===== config.mk =====
export PLATFORM = sky130hd
export DESIGN_NAME = pfc_mac
export DESIGN_NICKNAME = d
export VERILOG_FILES = /design/src/design/pfc_pkg.sv /design/src/design/pfc_mac.sv
export SDC_FILE = /design/constraint.sdc
export NUM_CORES = 1
export LEC_CHECK = 0
export BUFFER_PORTS_ARGS = -buffer_cell sky130_fd_sc_hd__buf_2
export CORE_UTILIZATION = 40
export CTS_BUF_LIST = sky130_fd_sc_hd__clkbuf_8
export DETAILED_ROUTE_END_ITERATION = 8
export GPL_TIMING_DRIVEN = 0
export PLACE_DENSITY = 0.63
export SYNTH_ARGS = -nofsm -noshare
export SYNTH_HDL_FRONTEND = slang
export SYNTH_SLANG_ARGS = --single-unit

===== constraint.sdc =====
create_clock -name clk_i -period 3.87 [get_ports clk_i]
set_input_delay 0.774 -clock clk_i [delete_from_list [all_inputs] [get_ports clk_i]]
set_output_delay 0.774 -clock clk_i [all_outputs]
set_load 0.02 [all_outputs]

===== src/design/pfc_pkg.sv =====
// pfc_pkg: sizes, codes and shared types for the partitioned convolver
// no dependencies
package pfc_pkg;

  localparam int BLOCK       = 32;
  localparam int PARTS       = 16;
  localparam int SAMPLE_BITS = 16;

  localparam int NTAPS   = PARTS * BLOCK;
  localparam int HLEN    = (PARTS + 1) * BLOCK;
  localparam int FRAC    = SAMPLE_BITS - 1;
  localparam int TAP_AW  = $clog2(NTAPS);
  localparam int HIST_AW = $clog2(HLEN);
  localparam int FILL_W  = $clog2(BLOCK);
  localparam int ACC_W   = 2 * SAMPLE_BITS + TAP_AW;
  localparam int NP_W    = 5;

  typedef logic signed [SAMPLE_BITS-1:0] sample_t;

  typedef enum logic [1:0] {
    OP_LOAD   = 2'd0,
    OP_SAMPLE = 2'd1,
    OP_COMMIT = 2'd2,
    OP_NONE   = 2'd3
  } op_e;

  typedef enum logic [2:0] {
    ST_CLEAR,
    ST_IDLE,
    ST_MAC,
    ST_DRAIN,
    ST_EMIT
  } state_e;

  typedef struct packed {
    logic              we;
    logic [TAP_AW-1:0] addr;
    sample_t           data;
  } tap_wr_t;

  typedef struct packed {
    logic               we;
    logic [HIST_AW-1:0] addr;
    sample_t            data;
  } hist_wr_t;

  typedef struct packed {
    logic valid;
    logic first;
    logic last;
  } mac_ctl_t;

endpackage


===== src/design/pfc_mac.sv =====
// pfc_mac: multiply-accumulate datapath with rounding and saturation
// depends on pfc_pkg; consumes registered memory read data
module pfc_mac (
  input  logic              clk_i,
  input  logic              rst_ni,
  input  pfc_pkg::mac_ctl_t ctl_i,
  input  pfc_pkg::sample_t  coef_i,
  input  pfc_pkg::sample_t  hist_i,
  output logic              done_o,
  output pfc_pkg::sample_t  result_o,
  output logic              clipped_o
);
  import pfc_pkg::*;

  localparam int Y_W = ACC_W - FRAC;

  mac_ctl_t ctl1_q, ctl2_q;
  logic signed [2*SAMPLE_BITS-1:0] prod_q;
  logic signed [ACC_W-1:0] acc_q;
  logic done_q;
  logic signed [ACC_W-1:0] rnd;
  logic signed [Y_W-1:0] y;
  logic hi_ok;

  // control pipeline aligned with read data and product
  always_ff @(posedge clk_i or negedge rst_ni) begin
    if (!rst_ni) begin
      ctl1_q <= '0;
      ctl2_q <= '0;
      done_q <= 1'b0;
    end else begin
      ctl1_q <= ctl_i;
      ctl2_q <= ctl1_q;
      done_q <= ctl2_q.valid && ctl2_q.last;
    end
  end

  // product and accumulate
  always_ff @(posedge clk_i) begin
    if (ctl1_q.valid) begin
      prod_q <= coef_i * hist_i;
    end
    if (ctl2_q.valid) begin
      acc_q <= ctl2_q.first ? ACC_W'(prod_q) : acc_q + ACC_W'(prod_q);
    end
  end

  // round half up, then saturate
  always_comb begin
    rnd   = acc_q + ACC_W'(1 << (FRAC - 1));
    y     = Y_W'(rnd >>> FRAC);
    hi_ok = (&y[Y_W-1:SAMPLE_BITS-1]) || !(|y[Y_W-1:SAMPLE_BITS-1]);
    clipped_o = !hi_ok;
    if (hi_ok) begin
      result_o = y[SAMPLE_BITS-1:0];
    end else if (y[Y_W-1]) begin
      result_o = {1'b1, {(SAMPLE_BITS-1){1'b0}}};
    end else begin
      result_o = {1'b0, {(SAMPLE_BITS-1){1'b1}}};
    end
  end

  assign done_o = done_q;

endmodule


# Word-level counts from Yosys, hierarchy flattened
# Cells that the tools add are included.
# word_totals
register_bits	80
output_inout_bits	18
input_bits	37
# op_classes
reduce_logical	6
mul	1
muxes	3
add_sub_neg	2
# ops
op	n
41-bit by 16-bit adder with 41-bit output, second input constant	1
41-bit by 32-bit adder with 41-bit output	1
41-bit two-way mux	1
16-bit by 16-bit multiplier with 32-bit output	1
16-bit two-way mux	2
11-bit AND reduction	1
11-bit OR reduction	1
1-bit logical NOT	2
1-bit logical AND	1
1-bit logical OR	1

# Longest topological paths before layout
# logic_depth
word_depth	5
ltp_mapped	24
mapped_depth_nobuf	23

# Least setup slack after synthesis
# Ideal clock, no wire load.
# synth_timing
kind	input port to flip-flop
from	input coef_i[14]
to	register prod_q[28], data pin
setup_slack_ns	-2.650
arrival_time_ns	6.258
path_stages	22
required_time_ns	3.608
n_path_buf	1
path_cell_list	clkbuf_1 > and2_1 > fa_1 > inv_1 > fa_1 > fa_1 > inv_1 > fa_1 > fa_1 > inv_1 > fa_1 > inv_1 > ha_1 > a21o_1 > a21o_1 > a21oi_1 > nor2_1 > a2111o_1 > a221o_1 > a21o_1 > a31oi_1 > a21oi_1
# synth_between
elab_chain_cells	1
# synth_lines
element	line	source
start, declared	pfc_mac.sv:7	input pfc_pkg::sample_t coef_i,
16-bit by 16-bit multiplier with 32-bit output	pfc_mac.sv:41	prod_q <= coef_i * hist_i;
end signal, assigned	pfc_mac.sv:41	
end, declared	pfc_mac.sv:18	logic signed [2*SAMPLE_BITS-1:0] prod_q;
# Every way passes these cells.
# A chain may end at the register's enable or synchronous reset.

# Worst setup path in the final report
# layout_timing
from	input hist_i[4]
to	register prod_q[28], data pin
# layout_between
elab_chain_cells	1
# layout_lines
element	line	source
start, declared	pfc_mac.sv:8	input pfc_pkg::sample_t hist_i,
16-bit by 16-bit multiplier with 32-bit output	pfc_mac.sv:41	
# Every way passes these cells.

==> results.py <==
metrics = {
    "sta": {
        "maxSlewHeadroom": 0.181,
        "finalSetupViolations": 25,
        "setup_ws_ns": -2.30,
        "hold_viol_final": 0,
        "timing_worst_slew_pin_value_ns": 1.23,
        "slew_violations": 0,
        "min_period_ns": 6.17,
        "fin_skew_ns": 0.0133,
        "tns_ns": -43.57,
        "hold_ws_ns": 0.229,
        "max_freq_mhz": 162,
        "rsz0062_at_grt": "yes",
        "finalCritPeriodShare": 1.60,
    },
    "detailed_routing": {
        "first_pass_iters": 5,
        "ant_nets": 0,
        "dr_total_vias": 12000,
        "viasPerCell": 5.03,
        "drt_iter0_drc": 737,
        "wl_per_cell_um": 16.2,
        "drc": 0,
        "routed_wl_mm": 38.4,
    },
    "synthesis": {
        "ys_types": 77,
        "synth-simple-area-share": 0.151,
        "synth-xor-area-share": 0.0482,
        "synth.cell_area_um2": 15600,
        "synth_fa_ha_area_frac": 0.435,
        "muxShareOfSynthArea": 0.00368,
        "synth_top_family_by_area": "adder cells",
        "syn_inst": 1700,
        "synthTopCellsByArea": "fa_1, edfxtp_1, ha_1",
        "synth_top_area_share": 0.337,
        "synth_flop_cell": "edfxtp_1",
        "synth-compound-area-share": 0.112,
        "ys_ff_latch": 80,
        "syn_nets": 2123,
        "ys_seq_area_frac": 0.152,
        "yosys.area.top_type": "fa_1",
        "avgSynthCellArea_um2": 9.19,
        "synth_edf_count": 73,
        "synth_warnings": 0,
        "synth-async-reset-ratio": 0.0875,
    },
    "status": {
        "outcome": "finished with violations",
        "violations": "setup timing",
    },
    "critical_path": {
        "end_kind": "flop",
        "path_class": "in2reg",
        "worstPathMaxFanout": 5,
        "critical_path_required_ns": 3.99,
        "start_kind": "input port",
        "cp.arrival_ns": 6.30,
        "regToRegSetupSlack_ns": 0.53,
    },
    "floorplan": {
        "boundaryPins": 55,
        "row_count": 72,
        "dieArea_um2": 39900,
        "die_y_um": 200,
        "start_util": 0.405,
        "placeableCoreArea_um2": 38600,
        "die_w_um": 200,
    },
    "grt": {
        "grt_pass1_wl_mm": 63.7,
        "grt_max_degree": 34,
        "grt_pass1_vias": 12400,
        "antenna_found_initial": 0,
        "grt_usage": 0.204,
        "grt.overflow.total": 0,
    },
    "placed_design": {
        "portBuffers": 54,
        "gp_congestion": 0.933,
        "dp_cells": 2273,
        "dp_hpwl_mm": 31.0,
    },
    "finish": {
        "fin_nets": 2279,
        "antenna_cells": 0,
        "syn2layout_area_growth_pct": 20.3,
        "finalNonFillerCells": 2379,
        "fillCellCount": 3658,
        "drive_gt1_frac": 0.196,
    },
    "cts": {
        "clkSinkCount": 80,
        "cts_root_buf": "clkbuf_8",
        "cts_buffers": 9,
        "htree_levels": 3,
        "ctsHoldBuffers": 0,
        "clk_pin_slew_ns": 0.10,
        "clock_latency_ns": 0.36,
        "cts_tree": "built",
        "clockBufferDepth": 2,
    },
    "flow_run": {
        "maxCapViolations": 0,
    },
    "hold_path": {
        "hold_path_class": "in2async",
    },
}
## stage by stage
| stage | worst slack (ns) | util | instance area, um2 |
|---|---|---|---|
| finish | -2.30 | 0.488 | 18800 |
| global route | -2.47 | 0.488 | 18800 |
| CTS | -2.24 | 0.478 | 18400 |
| detailed placement | -3.04 | 0.441 | 17000 |
| global placement | -3.04 | 0.441 | 17000 |
| floorplan | -2.34 | - | 16100 |
## flip-flops by register name, summed over array words and instances (netlist names)
register	count
ctl1_q	3
acc_q	41
prod_q	32
ctl2_q	3
done_o	1
## critical path: stages
cell and delay [ns]:
buf_12 0.11, clkbuf_16 0.15, and2_4 0.16, fa_1 0.52, inv_1 0.05, fa_1 0.50
fa_1 0.46, fa_1 0.50, inv_1 0.05, fa_1 0.47, inv_1 0.05, fa_1 0.49
inv_2 0.05, ha_4 0.22, a21oi_2 0.16, o221ai_2 0.11, a21oi_2 0.20, o31ai_4 0.12
a2111o_1 0.43, a221o_1 0.32, a21o_1 0.19, a31oi_1 0.13, a21oi_1 0.08
## final cells by class
class,instances,area [um2],share of cell area
Buffer,54,706,0.0375
Tap cell,518,648,0.0345
Timing Repair Buffer,146,1230,0.0657
Inverter,346,1300,0.0692
Clock inverter,7,62.6,0.00333
Multi-Input combinational cell,1219,12400,0.657
Clock buffer,9,124,0.00659
Sequential cell,80,2370,0.126
## per-layer routing
layer  part of all wire  track usage  wire [um]  vias to the layer above
met5                  0            0          0                        -
met4              0.020       0.0441        761                        0
met3              0.041       0.0208       1560                       49
met2               0.48        0.352      18600                      294
met1               0.46        0.274      17600                     5911
li1                   -            -          -                     5717
## kinds of logic (layout without fill, tap and decap cells)
| logic type | Yosys count | after routing |
|---|---|---|
| AO/OA/AOI/OAI | 270 | 270 |
| XOR/XNOR | 86 | 86 |
| adder cells (fa/ha/maj) | 386 | 386 |
| buffers and inverters | 401 | 562 |
| flip-flops | 80 | 80 |
| multiplexers | 5 | 5 |
| AND/OR/NAND/NOR | 472 | 472 |
## synthesized netlist by cell type, drive strengths merged, types with 3 or more instances
cell,count
mux2,3
nand3,30
a221o,5
o211ai,7
inv,346
o2111ai,3
nor3,16
nor3b,4
o21ai,86
nand2b,14
dfrtp,7
a21oi,71
o22ai,6
nand4,6
nor2b,8
and2,131
buf,7
clkbuf,48
o221ai,5
a31oi,10
o31ai,6
xnor2,52
ha,123
edfxtp,73
and3,12
o21a,13
a21o,22
and4,4
xor2,34
fa,263
or3,3
o21bai,10
a211oi,4
nor4b,3
nand2,194
nor2,43
## timing repair
item                       CTS  global route
resized for setup          171            48
pin swaps                   57            37
cloned                       3             1
setup endpoints to repair   41            37
buffers inserted            62            26
## path summary, 6_finish.rpt
kind | startpoint | end | depth (start not counted)
min in group clk_i | ctl1_q[0] | ctl2_q[0] | 0
min | rst_ni | ctl2_q[1] | 1
min reg2reg | ctl1_q[0] | ctl2_q[0] | 0
max in group asynchronous | rst_ni | ctl2_q[2] | 1
max reg2reg | acc_q[16] | acc_q[39] | 11
max | hist_i[4] | prod_q[28] | 23
## layout by cell type, fill, tap and decap left out, types with 8 or more instances in the layout
cell / n
a21o_1: 21
a21oi_1: 53
a21oi_2: 17
a31oi_1: 8
and2_1: 118
and2_4: 12
and3_1: 8
buf_12: 8
buf_2: 27
buf_4: 88
buf_6: 19
clkbuf_1: 17
clkbuf_16: 15
clkbuf_8: 23
edfxtp_1: 73
fa_1: 240
fa_2: 23
ha_1: 99
ha_4: 17
inv_1: 323
inv_2: 22
nand2_1: 182
nand2_2: 11
nand2b_1: 14
nand3_1: 27
nor2_1: 37
nor3_1: 14
o21a_1: 13
o21ai_0: 49
o21ai_1: 20
o21ai_2: 15
o21bai_1: 9
xnor2_1: 52
xor2_1: 34
Power is left out: the tool's default activity adds up to more than one toggle a clock period on the data nets, which glitch-free logic cannot reach.
